===== src/rtl/ssas_pkg.sv =====
package ssas_pkg;

  localparam logic [2:0] KIND_ELEM_LOAD  = 3'd0;
  localparam logic [2:0] KIND_ELEM_STORE = 3'd1;
  localparam logic [2:0] KIND_REPL_LOAD  = 3'd2;
  localparam logic [2:0] KIND_CHUNK_LOAD = 3'd3;
  localparam logic [2:0] KIND_CHUNK_STORE = 3'd4;

  localparam logic [31:0] MULTI_MASK  = 32'hBF20_0000;
  localparam logic [31:0] MULTI_MATCH = 32'h0C00_0000;
  localparam logic [31:0] SINGLE_MASK  = 32'hBF00_0000;
  localparam logic [31:0] SINGLE_MATCH = 32'h0D00_0000;

  localparam logic [3:0] OPC_LD4  = 4'h0;
  localparam logic [3:0] OPC_LD1X4 = 4'h2;
  localparam logic [3:0] OPC_LD3  = 4'h4;
  localparam logic [3:0] OPC_LD1X3 = 4'h6;
  localparam logic [3:0] OPC_LD1X1 = 4'h7;
  localparam logic [3:0] OPC_LD2  = 4'h8;
  localparam logic [3:0] OPC_LD1X2 = 4'hA;

  localparam logic [1:0] SOPC_BYTE = 2'd0;
  localparam logic [1:0] SOPC_HALF = 2'd1;
  localparam logic [1:0] SOPC_WORD = 2'd2;
  localparam logic [1:0] SOPC_REPL = 2'd3;

  typedef enum logic [1:0] {
    MODE_INTER,
    MODE_CHUNK,
    MODE_LANE
  } ssas_mode_t;

  typedef struct packed {
    logic [31:0] instruction;
    logic [63:0] base_address;
    logic [63:0] offset_register_value;
  } ssas_in_t;

  typedef struct packed {
    logic [2:0]  op_kind;
    logic [4:0]  vector_reg;
    logic [3:0]  lane;
    logic [1:0]  elem_log2;
    logic [63:0] access_address;
    logic        zero_register_first;
    logic        full_width;
    logic        writeback;
    logic [4:0]  writeback_reg;
    logic [63:0] writeback_value;
    logic        undefined;
    logic        last;
  } ssas_out_t;

  typedef struct packed {
    logic       undef;
    ssas_mode_t mode;
    logic [2:0] kind;
    logic [1:0] esz;
    logic [3:0] stride;
    logic [1:0] inner_max;
    logic [3:0] outer_max;
    logic [3:0] lane_idx;
    logic       zero_all;
    logic       zero_first;
    logic       full_width;
    logic       post;
    logic       rm_is_sp;
    logic [4:0] rn;
    logic [4:0] rt;
  } ssas_dec_t;

endpackage


===== src/rtl/ssas_decode.sv =====
module ssas_decode import ssas_pkg::*; (
  input  logic [31:0] insn,
  output ssas_dec_t   dec
);

  logic       q, load, s, rgrp;
  logic [1:0] size;
  logic [3:0] opc;
  logic [2:0] sopc;
  logic [4:0] lanes;
  logic [3:0] lanes_m1;
  logic [2:0] regs;
  logic       inter;
  logic       known;

  assign q    = insn[30];
  assign load = insn[22];
  assign s    = insn[12];
  assign rgrp = insn[21];
  assign size = insn[11:10];
  assign opc  = insn[15:12];
  assign sopc = insn[15:13];
  assign lanes    = (q ? 5'd16 : 5'd8) >> size;
  assign lanes_m1 = 4'(lanes - 5'd1);

  always_comb begin
    dec            = '0;
    dec.mode       = MODE_LANE;
    dec.post       = insn[23];
    dec.rm_is_sp   = (insn[20:16] == 5'd31);
    dec.rn         = insn[9:5];
    dec.rt         = insn[4:0];
    dec.full_width = 1'b1;
    regs  = 3'd1;
    inter = 1'b0;
    known = 1'b1;
    if ((insn & MULTI_MASK) == MULTI_MATCH) begin
      unique case (opc)
        OPC_LD4:   begin regs = 3'd4; inter = 1'b1; end
        OPC_LD1X4: begin regs = 3'd4; end
        OPC_LD3:   begin regs = 3'd3; inter = 1'b1; end
        OPC_LD1X3: begin regs = 3'd3; end
        OPC_LD1X1: begin regs = 3'd1; end
        OPC_LD2:   begin regs = 3'd2; inter = 1'b1; end
        OPC_LD1X2: begin regs = 3'd2; end
        default:   known = 1'b0;
      endcase
      if (!known || (size == 2'd3 && !q && regs > 3'd1)) begin
        dec.undef = 1'b1;
      end else if (inter) begin
        dec.mode       = MODE_INTER;
        dec.kind       = load ? KIND_ELEM_LOAD : KIND_ELEM_STORE;
        dec.esz        = size;
        dec.stride     = 4'd1 << size;
        dec.inner_max  = 2'(regs - 3'd1);
        dec.outer_max  = lanes_m1;
        dec.zero_first = load;
      end else begin
        dec.mode       = MODE_CHUNK;
        dec.kind       = load ? KIND_CHUNK_LOAD : KIND_CHUNK_STORE;
        dec.esz        = 2'd3;
        dec.stride     = 4'd8;
        dec.inner_max  = {1'b0, q};
        dec.outer_max  = {2'b00, 2'(regs - 3'd1)};
        dec.zero_first = load;
        dec.full_width = load ? q : 1'b1;
      end
    end else if ((insn & SINGLE_MASK) == SINGLE_MATCH) begin
      dec.inner_max = {sopc[0], rgrp};
      dec.kind      = load ? KIND_ELEM_LOAD : KIND_ELEM_STORE;
      unique case (sopc[2:1])
        SOPC_REPL: begin
          if (!load || s) begin
            dec.undef = 1'b1;
          end else begin
            dec.kind       = KIND_REPL_LOAD;
            dec.esz        = size;
            dec.stride     = 4'd1 << size;
            dec.zero_all   = 1'b1;
            dec.full_width = q;
          end
        end
        SOPC_BYTE: begin
          dec.esz      = 2'd0;
          dec.stride   = 4'd1;
          dec.lane_idx = {q, s, size};
        end
        SOPC_HALF: begin
          if (size[0]) begin
            dec.undef = 1'b1;
          end else begin
            dec.esz      = 2'd1;
            dec.stride   = 4'd2;
            dec.lane_idx = {1'b0, q, s, size[1]};
          end
        end
        SOPC_WORD: begin
          if (size == 2'd0) begin
            dec.esz      = 2'd2;
            dec.stride   = 4'd4;
            dec.lane_idx = {2'b00, q, s};
          end else if (size == 2'd1 && !s) begin
            dec.esz      = 2'd3;
            dec.stride   = 4'd8;
            dec.lane_idx = {3'b000, q};
          end else begin
            dec.undef = 1'b1;
          end
        end
        default: dec.undef = 1'b1;
      endcase
    end else begin
      dec.undef = 1'b1;
    end
    if (dec.undef) begin
      dec.inner_max  = '0;
      dec.outer_max  = '0;
      dec.post       = 1'b0;
      dec.full_width = 1'b0;
    end
  end

endmodule


===== src/rtl/ssas_seq.sv =====
module ssas_seq import ssas_pkg::*; (
  input  logic        clk,
  input  logic        rst_n,
  input  logic        start,
  input  ssas_dec_t   dec,
  input  logic [63:0] base,
  input  logic [63:0] offset,
  output logic        busy,
  output logic        out_valid,
  input  logic        out_stall,
  output ssas_out_t   out_data
);

  typedef enum logic {
    ST_IDLE,
    ST_RUN
  } state_t;

  state_t      state_r;
  ssas_dec_t   dec_r;
  logic [63:0] addr_r, base_r, off_r;
  logic [1:0]  inner_r;
  logic [3:0]  outer_r;
  logic        out_valid_r;
  ssas_out_t   out_r;

  logic        step, is_last, use_off, inner_end;
  logic [63:0] add_a, add_b, sum_nxt;
  logic [1:0]  reg_off;
  logic [3:0]  lane;
  ssas_out_t   item_nxt;

  assign step      = (state_r == ST_RUN) && (!out_valid_r || !out_stall);
  assign inner_end = (inner_r == dec_r.inner_max);
  assign is_last   = inner_end && (outer_r == dec_r.outer_max);
  assign use_off   = is_last && dec_r.post && !dec_r.rm_is_sp;

  // single adder: address stride, or base plus Rm on the last item of a post-index by a register other than 31
  assign add_a   = use_off ? base_r : addr_r;
  assign add_b   = use_off ? off_r : {60'd0, dec_r.stride};
  assign sum_nxt = add_a + add_b;

  always_comb begin
    reg_off = inner_r;
    lane    = dec_r.lane_idx;
    case (dec_r.mode)
      MODE_INTER: lane = outer_r;
      MODE_CHUNK: begin
        reg_off = outer_r[1:0];
        lane    = {2'b00, inner_r};
      end
      default: ;
    endcase
    item_nxt = '0;
    item_nxt.last = is_last;
    if (dec_r.undef) begin
      item_nxt.undefined = 1'b1;
    end else begin
      item_nxt.op_kind             = dec_r.kind;
      item_nxt.vector_reg          = dec_r.rt + {3'b000, reg_off};
      item_nxt.lane                = lane;
      item_nxt.elem_log2           = dec_r.esz;
      item_nxt.access_address      = addr_r;
      item_nxt.zero_register_first = dec_r.zero_all | (dec_r.zero_first & (lane == 4'd0));
      item_nxt.full_width          = dec_r.full_width;
      if (is_last && dec_r.post) begin
        item_nxt.writeback       = 1'b1;
        item_nxt.writeback_reg   = dec_r.rn;
        item_nxt.writeback_value = sum_nxt;
      end
    end
  end

  always_ff @(posedge clk) begin
    if (!rst_n) begin
      state_r     <= ST_IDLE;
      out_valid_r <= 1'b0;
    end else begin
      if (step) begin
        out_valid_r <= 1'b1;
        out_r       <= item_nxt;
      end else if (!out_stall) begin
        out_valid_r <= 1'b0;
      end
      unique case (state_r)
        ST_IDLE: begin
          if (start) begin
            state_r <= ST_RUN;
            dec_r   <= dec;
            addr_r  <= base;
            base_r  <= base;
            off_r   <= offset;
            inner_r <= '0;
            outer_r <= '0;
          end
        end
        ST_RUN: begin
          if (step) begin
            addr_r <= sum_nxt;
            if (is_last) begin
              state_r <= ST_IDLE;
            end else if (inner_end) begin
              inner_r <= '0;
              outer_r <= outer_r + 4'd1;
            end else begin
              inner_r <= inner_r + 2'd1;
            end
          end
        end
        default: state_r <= ST_IDLE;
      endcase
    end
  end

  assign busy      = (state_r != ST_IDLE);
  assign out_valid = out_valid_r;
  assign out_data  = out_r;

endmodule


===== src/rtl/simd_structure_access_sequencer.sv =====
// The accepted item is registered into the sequencer, then its first micro-op
// into the result register. Throughput: one micro-op per cycle while the result
// side is not stalled; an instruction of n micro-ops (1 to 64) keeps the input
// stalled until its last micro-op is stepped out; the lane/register counters
// step the single 64-bit address adder, and result stalls hold the sequence.
// Reset: synchronous, active low; clears the sequencer state and result valid.
module simd_structure_access_sequencer import ssas_pkg::*; (
  input  logic      clk,
  input  logic      rst_n,
  input  logic      in_valid,
  output logic      in_stall,
  input  ssas_in_t  in_data,
  output logic      out_valid,
  input  logic      out_stall,
  output ssas_out_t out_data
);

  ssas_dec_t dec;
  logic      busy;
  logic      start;

  assign in_stall = busy;
  assign start    = in_valid && !busy;

  ssas_decode u_decode (
    .insn (in_data.instruction),
    .dec  (dec)
  );

  ssas_seq u_seq (
    .clk       (clk),
    .rst_n     (rst_n),
    .start     (start),
    .dec       (dec),
    .base      (in_data.base_address),
    .offset    (in_data.offset_register_value),
    .busy      (busy),
    .out_valid (out_valid),
    .out_stall (out_stall),
    .out_data  (out_data)
  );

  a_start_busy: assert property (@(posedge clk) disable iff (!rst_n)
    start |=> busy)
    else $error("sequencer not busy after accepting an item");

  a_undef_last: assert property (@(posedge clk) disable iff (!rst_n)
    out_valid && out_data.undefined |-> out_data.last)
    else $error("undefined result is not the last");

  a_wb_last: assert property (@(posedge clk) disable iff (!rst_n)
    out_valid && out_data.writeback |-> out_data.last)
    else $error("writeback on a non-final micro-op");

  a_idle_after_last: assert property (@(posedge clk) disable iff (!rst_n)
    out_valid && !out_stall && out_data.last && !busy |=> !out_valid)
    else $error("result after the final micro-op with no new item");

endmodule

===== config.mk =====
export PLATFORM = sky130hd
export DESIGN_NAME = simd_structure_access_sequencer
export DESIGN_NICKNAME = d
export VERILOG_FILES = /design/src/rtl/ssas_pkg.sv /design/src/rtl/ssas_decode.sv /design/src/rtl/ssas_seq.sv /design/src/rtl/simd_structure_access_sequencer.sv
export SDC_FILE = /design/constraint.sdc
export NUM_CORES = 1
export LEC_CHECK = 0
export BUFFER_PORTS_ARGS = -buffer_cell sky130_fd_sc_hd__buf_2
export CORE_AREA = 2 2 232 291
export DETAILED_ROUTE_END_ITERATION = 8
export DIE_AREA = 0 0 234 293
export PLACE_DENSITY = 0.47
export SYNTH_ARGS = -nofsm -noshare
export SYNTH_HDL_FRONTEND = slang
export SYNTH_SLANG_ARGS = --single-unit

===== constraint.sdc =====
create_clock -name clk -period 15.6 [get_ports clk]
set_input_delay 0 -clock clk [delete_from_list [all_inputs] [get_ports clk]]
set_output_delay 0 -clock clk [all_outputs]
set_load 0.005 [all_outputs]

==> results of run 1 <==
[final cells by class]
| type | count | area [µm²] | share of cell area [%] |
|---|---|---|---|
| clock inverters | 26 | 255 | 1.02 |
| diodes | 2 | 5.00 | 0.0200 |
| well taps | 856 | 1070 | 4.27 |
| multi-input cells | 1046 | 7570 | 30.2 |
| clock buffers | 52 | 1190 | 4.77 |
| inverters | 19 | 71.3 | 0.284 |
| flip-flops and latches | 389 | 11700 | 46.5 |
| repair buffers | 484 | 3240 | 12.9 |
[placed cells by master, fill, tap and decap left out, types with 17 or more instances in the layout]
cell type / count
inv_1: 17
and2_1: 129
nor2b_1: 81
nor2_1: 93
a21o_1: 23
a21oi_1: 99
mux2_2: 125
nand2_1: 82
edfxtp_1: 387
o21ai_0: 43
buf_2: 317
xor2_1: 27
dlygate4sd3_1: 156
xnor2_1: 48
clkbuf_16: 47
nand4_1: 24
ha_1: 70
[synth_stat cells, types with 23 or more instances]
master and n:
edfxtp_1 387, and2_1 129, mux2_2 125, a21oi_1 99
nor2_1 95, nand2_1 82, nor2b_1 81, ha_1 70
clkbuf_1 49, xnor2_1 48, o21ai_0 43, xor2_1 27
nand4_1 24, a21o_1 23
[registers in the layout, indices dropped and copies added (netlist names)]
signal and flops:
u_seq.dec_r 37, u_seq.inner_r 2, u_seq.off_r 64, u_seq.out_valid 1
u_seq.out_data 152, u_seq.busy 1, u_seq.base_r 64, u_seq.outer_r 4
u_seq.addr_r 64
[metrics by stage]
stage | setup WS [ns] | hold WS (ns)
floorplan | 5.72 | 0.0989
global placement | 9.93 | 0.178
detailed placement | 9.81 | 0.178
CTS | 9.80 | 0.00228
global route | 9.45 | 0.0760
finish | 9.98 | 0.0557
[power groups by stage]
stage          sequential [W]  clock [W]  combinational (W)
3_5_place_dp          0.00125          0           0.000228
4_1_cts               0.00123    0.00109           0.000260
6_report              0.00123    0.00106           0.000254
5_1_grt               0.00123    0.00113           0.000281
2_1_floorplan         0.00125          0           0.000138
3_3_place_gp          0.00125          0           0.000226
[metal layers]
metal / vias to the layer above / wire (µm)
li1: 6560 / -
met1: 6574 / 24600
met2: 356 / 29500
met3: 81 / 3070
met4: 8 / 1200
met5: - / 52
[repair_timing]
action | in CTS | in global routing
gates resized for setup | 0 | 0
endpoints found under the hold margin | 223 | 0
hold buffers | 156 | 0
[worst min-delay path, stage by stage]
cell and delay (ns):
buf_2 0.21, a21oi_1 0.17, nor2_1 0.07
[final timing paths]
kind | startpoint | end
worst min-delay path | in_data[139] | u_seq.dec_r[27]$_DFFE_PP_
worst min register to register | u_seq.dec_r[6]$_DFFE_PP_ | u_seq.out_data[67]$_SDFFCE_PP0P_
worst max register to register | u_seq.outer_r[0]$_SDFFCE_PN0P_ | u_seq.addr_r[56]$_DFFE_PP_
worst max-delay path | u_seq.outer_r[0]$_SDFFCE_PN0P_ | u_seq.addr_r[56]$_DFFE_PP_
[kinds of logic after synthesis]
group           count (synthesis)  synth area share, %
simple gates                  487                 13.4
flops                         389                 59.5
compound gates                282                 9.63
mux                           130                 7.43
buf+inv                        94                 2.09
xor+xnor                       75                 3.35
fa+ha+maj                      72                 4.67
==> results.tsv, run 1 <==
stage	metric	value	unit
route	routed vias/inst	4.72	
pwr	Power, Total	0.00254	W
pwr	Gate power share	10.0	%
synthesis	register area share after synthesis	59.5	%
grt	initial antenna violation count	5	
sta	clock period minus worst slack	5.62	ns
grt	GR Overflow Total	0	
layout	Filler Cell Count	6355	
pwr	Pwr Density	101	nW/µm²
clocking	clock latency on the worst-skew pair	0.57	ns
worst_setup_path	R2R Setup Slk	9.98	ns
layout	area grow syn2layout	27.8	%
layout	layout net count	2221	
worst_setup_path	CP delay by family, top	compound AO/OA/AOI/OAI gates	
route	initial DRC count	771	
route	Residual DRC	0	
sta	Final Hold Vio Count	0	
placed_design	Post-DP Area	22100	µm²
placed_design	GPL Wtd Cong	0.856	
route	Final ANT Viol Nets	0	
synthesis	number of synthesized flops with an enable pin	387	
grt	M1 GR Usage	20.9	%
grt	Global Route Usage Sum	17.0	%
status	status	complete, no violations	
die	DIE WIDTH	234	µm
pwr	Leak	9.39	nW
worst_setup_path	Arrival @ worst endpoint	5.94	ns
route	final WL	58.4	mm
sta	Final Skew	0.0211	ns
worst_setup_path	CP Max Fanout	82	
clocking	clock sink count	389	
grt	number of global-route vias before repair	14400	
run	Max-cap violations	0	
die	core area	65600	µm²
placed_design	DP Cell Count	2638	
grt	first-pass GRT wire length	87.6	mm
sta	period utilization	36.1	%
clocking	setup bufs post-CTS	0	
sta	RSZ-0062 raised after global routing	no	
route	via count	13600	
clocking	CTS tree	yes	
die	die height	293	µm
synthesis	Post-Syn Instances	1529	
sta	fin. max-slew vios	0	
synthesis	ys flop type	edfxtp_1	
synthesis	share of flip-flops with an asynchronous set or reset	0	%
grt	global routing's busiest layer	met2	
layout	post-route insts no fill	2874	
worst_setup_path	Critical path buffers and inverters	1	
worst_hold_path	Min-Delay Path Class	primary input to flop	
placed_design	Port Buf Inserts	317	
die	starting density of the core	29.9	%
grt	largest net degree at the start of global routing	110	
layout	Util after Layout	38.2	%
synthesis	Synth Register Bits	389	
synthesis	Syn Area/Cell	12.8	µm²
sta	Fmax	178	MHz
grt	grt met3 use	3.31	%
layout	ratio of cells with drive above 1 in the final layout	27.9	%
die	FP Rows	105	
pwr	Net Sw Frac	23.3	%
pwr	sequential power share	48.3	%
route	Routed WL per cell	20.3	µm
clocking	Max Root-Sink Buffers	3	
synthesis	Post-Syn Area	19600	µm²
worst_setup_path	critical path class	flop to flop	
worst_setup_path	CP peak stage delay	0.71	ns
clocking	clock-pin transition on the worst setup and hold timing paths	0.06	ns
worst_setup_path	worst path cell trace	xnor2_1, nand4_1, nor2_1, nand2_1, nor2_4, buf_4, mux2_2, ha_1, fa_1, a211oi_2, o21ai_1, a22oi_1, nand4_1, a21oi_2, o221ai_1, a31oi_1, xnor2_1, mux2_2	
worst_hold_path	Cells on Worst Hold Path	3	
die	Die Area	68600	µm²
sta	Final TNS setup	0	ns
synthesis	Synth area leader	edfxtp_1	
worst_setup_path	Crit path depth	18	
worst_setup_path	CP required	15.92	ns
synthesis	syn nets	1765	
synthesis	Synth area leaders	edfxtp_1 (59%), mux2_2 (7.2%), ha_1 (4.5%)	
sta	final setup fails	0	
sta	Slew headroom	29.0	%
synthesis	synth warn	0	
pwr	Power Internal	0.00195	W
worst_setup_path	Critical-path top delay cell	buf_4	
pwr	VDD IR max	0.0000528	V
synthesis	post-synthesis cell type count	78	
clocking	Clock Tree Root	clkbuf_16	
layout	cell area after layout	25100	µm²
route	TritonRoute pass-1 iters	5	
clocking	htree depth	2	
pwr	net switching power	0.000591	W
worst_setup_path	reg2reg path depth	18	
pwr	clock power share	41.7	%
die	IO Pins	318	
synthesis	Synth top area share	59.2	%
worst_setup_path	critical path endpoint category	flop	
placed_design	DP HPWL	41.2	mm
clocking	CTS buffer count	45	
sta	Worst-Margin Slew	1.06	ns
grt	met2 Use GR	30.2	%
worst_setup_path	type of origin of the critical path	flop	
Note: power is estimated with default switching activity, not from simulation.
==> inputs of run 2 (changes only) <==
--- a/config.mk
+++ b/config.mk
@@ -9,7 +9,7 @@
 export CORE_AREA = 2 2 232 291
 export DETAILED_ROUTE_END_ITERATION = 8
 export DIE_AREA = 0 0 234 293
-export PLACE_DENSITY = 0.47
+export PLACE_DENSITY = 0.48
 export SYNTH_ARGS = -nofsm -noshare
 export SYNTH_HDL_FRONTEND = slang
 export SYNTH_SLANG_ARGS = --single-unit
==> constraint.sdc (replaced) <==
create_clock -name clk -period 4.8 [get_ports clk]
set_input_delay 0 -clock clk [delete_from_list [all_inputs] [get_ports clk]]
set_output_delay 0 -clock clk [all_outputs]
set_load 0.005 [all_outputs]
==> run 2 against run 1 <==
Critical path depth rose by 1; clock skew grew 0.0017 ns; first-iteration DRC count down 26%; non-clock buffer count rose by 168; sequential power rose to 3.2 times the previous value; total power rose to 3.3 times the previous value; largest power group unchanged; highest routed layer unchanged.
==> results.tsv, run 2 (synthesis results as in run 1) <==
stage	metric	value	unit	change
die	Die Area	68600	µm²	unchanged
pwr	Pwr Density	314	nW/µm²	+210%
clocking	clock-pin transition on the worst setup and hold timing paths	0.06	ns	about the same
clocking	CTS tree	yes		
route	met1 WL	25.0	mm	+1.8%
placed_design	Post-DP Area	23300	µm²	+5.5%
route	TritonRoute pass-1 iters	5		unchanged
route	via count	14200		+4.6%
sta	Final TNS setup	0	ns	unchanged
layout	ratio of cells with drive above 1 in the final layout	35.7	%	+7.8 points
worst_hold_path	Min-Delay Path Class	primary input to flop		
status	status	complete, no violations		
route	routed vias/inst	4.67		-1.2%
die	IO Pins	318		unchanged
worst_setup_path	CP Max Fanout	17		-79%
sta	clock period minus worst slack	4.62	ns	-1.01 ns
grt	largest net degree at the start of global routing	159		+45%
route	top routing layer in use	met5		
grt	Global Route Usage Sum	17.1	%	+0.13 points
die	core area	65600	µm²	unchanged
layout	post-route insts no fill	3045		+5.9%
route	met3 wire len	2.68	mm	-13%
grt	first-pass GRT wire length	88.7	mm	+1.3%
clocking	clock latency on the worst-skew pair	0.58	ns	about the same
layout	commonest non-fill, non-tap cell in the layout	edfxtp_1		
sta	fin. max-slew vios	0		unchanged
placed_design	DP HPWL	42.5	mm	+3.1%
route	initial DRC count	570		-26%
sta	period utilization	96.2	%	+60 points
worst_setup_path	critical path endpoint category	flop		
clocking	clock sink count	389		unchanged
sta	Slew headroom	32.2	%	+3.2 points
layout	cell area after layout	26800	µm²	+6.9%
placed_design	GPL Wtd Cong	0.882		+3.0%
layout	layout net count	2388		+7.5%
route	Routed WL per cell	19.6	µm	-3.4%
die	FP Rows	105		unchanged
grt	number of global-route vias before repair	15000		+4.3%
placed_design	Port Buf Inserts	317		unchanged
layout	number of flip-flops under the largest register name	152		unchanged
route	routed wl met2	30.7	mm	+4.2%
sta	Final Hold Vio Count	0		unchanged
worst_setup_path	type of origin of the critical path	flop		
pwr	VDD IR max	0.000208	V	+290%
clocking	htree depth	2		unchanged
sta	Final Skew	0.0228	ns	+0.00168 ns
route	Residual DRC	0		unchanged
die	DIE WIDTH	234	µm	unchanged
grt	initial antenna violation count	3		-2
layout	area grow syn2layout	36.7	%	
route	Final ANT Viol Nets	0		unchanged
run	Max-cap violations	0		unchanged
sta	Worst-Margin Slew	1.02	ns	-0.0478 ns
worst_setup_path	critical path class	flop to flop		
die	die height	293	µm	unchanged
sta	RSZ-0062 raised after global routing	yes		
clocking	CTS buffer count	44		-2.2%
die	starting density of the core	29.9	%	unchanged
route	final WL	59.8	mm	+2.4%
grt	GR Overflow Total	0		unchanged
worst_setup_path	CP required	5.11	ns	-10.81 ns
worst_setup_path	Arrival @ worst endpoint	4.93	ns	-1.01 ns
clocking	Clock Tree Root	clkbuf_16		
sta	final setup fails	0		unchanged
sta	Fmax	217	MHz	+22%
placed_design	DP Cell Count	2791		+5.8%
clocking	Max Root-Sink Buffers	3		unchanged
pwr	Leak	10.3	nW	+9.6%
layout	commonest cells after routing, fill and taps aside	edfxtp_1 (387), buf_2 (317), buf_4 (166)		
## run 2: changes by cell type in the layout (fill, tap and decap cells not counted), moves of 5 or more
cell	previous run	this run
clkinv_2	2	8
buf_12	1	7
ha_2	0	6
ha_4	0	9
a21oi_1	99	94
clkinv_1	14	4
buf_4	10	166
ha_1	70	55
## run 2: power breakdown
part	switching, W	internal, W
Sequential	0.0000667	0.00392
Combinational	0.000470	0.000450
Clock	0.00143	0.00207
## run 2: path summary, 6_finish.rpt
kind         cells after the start                      startpoint  slack (ns)                                to
max                             19  u_seq.outer_r[3]$_SDFFCE_PN0P_        0.18        u_seq.addr_r[62]$_DFFE_PP_
min                              2                      in_data[3]        0.13          u_seq.off_r[3]$_DFFE_PP_
min reg2reg                      1        u_seq.dec_r[8]$_DFFE_PP_        0.53  u_seq.out_data[69]$_SDFFCE_PP0P_
max reg2reg                     19  u_seq.outer_r[3]$_SDFFCE_PN0P_        0.18        u_seq.addr_r[62]$_DFFE_PP_
## run 2: area by class of cell
class,count,area [µm²]
Clock buffer,52,1160
Sequential cell,389,11700
Antenna cell,2,5.00
Timing Repair Buffer,652,4640
Clock inverter,29,329
Tap cell,856,1070
Fill cell,6321,38800
Inverter,19,71.3
Multi-Input combinational cell,1046,7870
## run 2: critical path: stages (launching register included)
cell	delay (ns)
edfxtp_1	0.41
xnor2_1	0.17
nand4_1	0.15
nor2_2	0.16
nand2_1	0.10
nor2_4	0.21
buf_8	0.17
buf_12	0.17
mux2_2	0.38
ha_4	0.30
nand4_1	0.21
nor4_2	0.30
buf_4	0.16
nand3_1	0.11
a211oi_2	0.30
nor3_4	0.11
o31ai_4	0.33
a41oi_2	0.16
xnor2_1	0.17
mux2_2	0.27
## run 2: through the flow
| stage | total power, W | utilization [%] | setup WS (ns) | hold WS, ns |
|---|---|---|---|---|
| 2_1_floorplan | 0.00449 | - | -0.00129 | 0.0989 |
| 3_3_place_gp | 0.00486 | 35.5 | -0.0417 | 0.178 |
| 3_5_place_dp | 0.00487 | 35.5 | -0.0772 | 0.178 |
| 4_1_cts | 0.00853 | 40.2 | -0.00385 | 0.0882 |
| 5_1_grt | 0.00875 | 40.9 | -0.0922 | 0.116 |
| 6_report | 0.00841 | 40.9 | 0.184 | 0.133 |
## run 2: metal layers
metal  global-route usage [%]  vias up
met5                        0        -
met4                     4.40        4
met3                     3.00       77
met2                     30.9      335
met1                     20.8     6887
li1                         -     6906
## run 2: repair_timing
action | 4_1_cts | 5_1_grt
setup buffers | 0 | 12
endpoints found under the hold margin | 228 | 0
endpoints found under the setup margin | 4 | 60
hold buffers | 157 | 0
pin swaps | 0 | 18
resized for setup | 4 | 53
cloned | 0 | 2
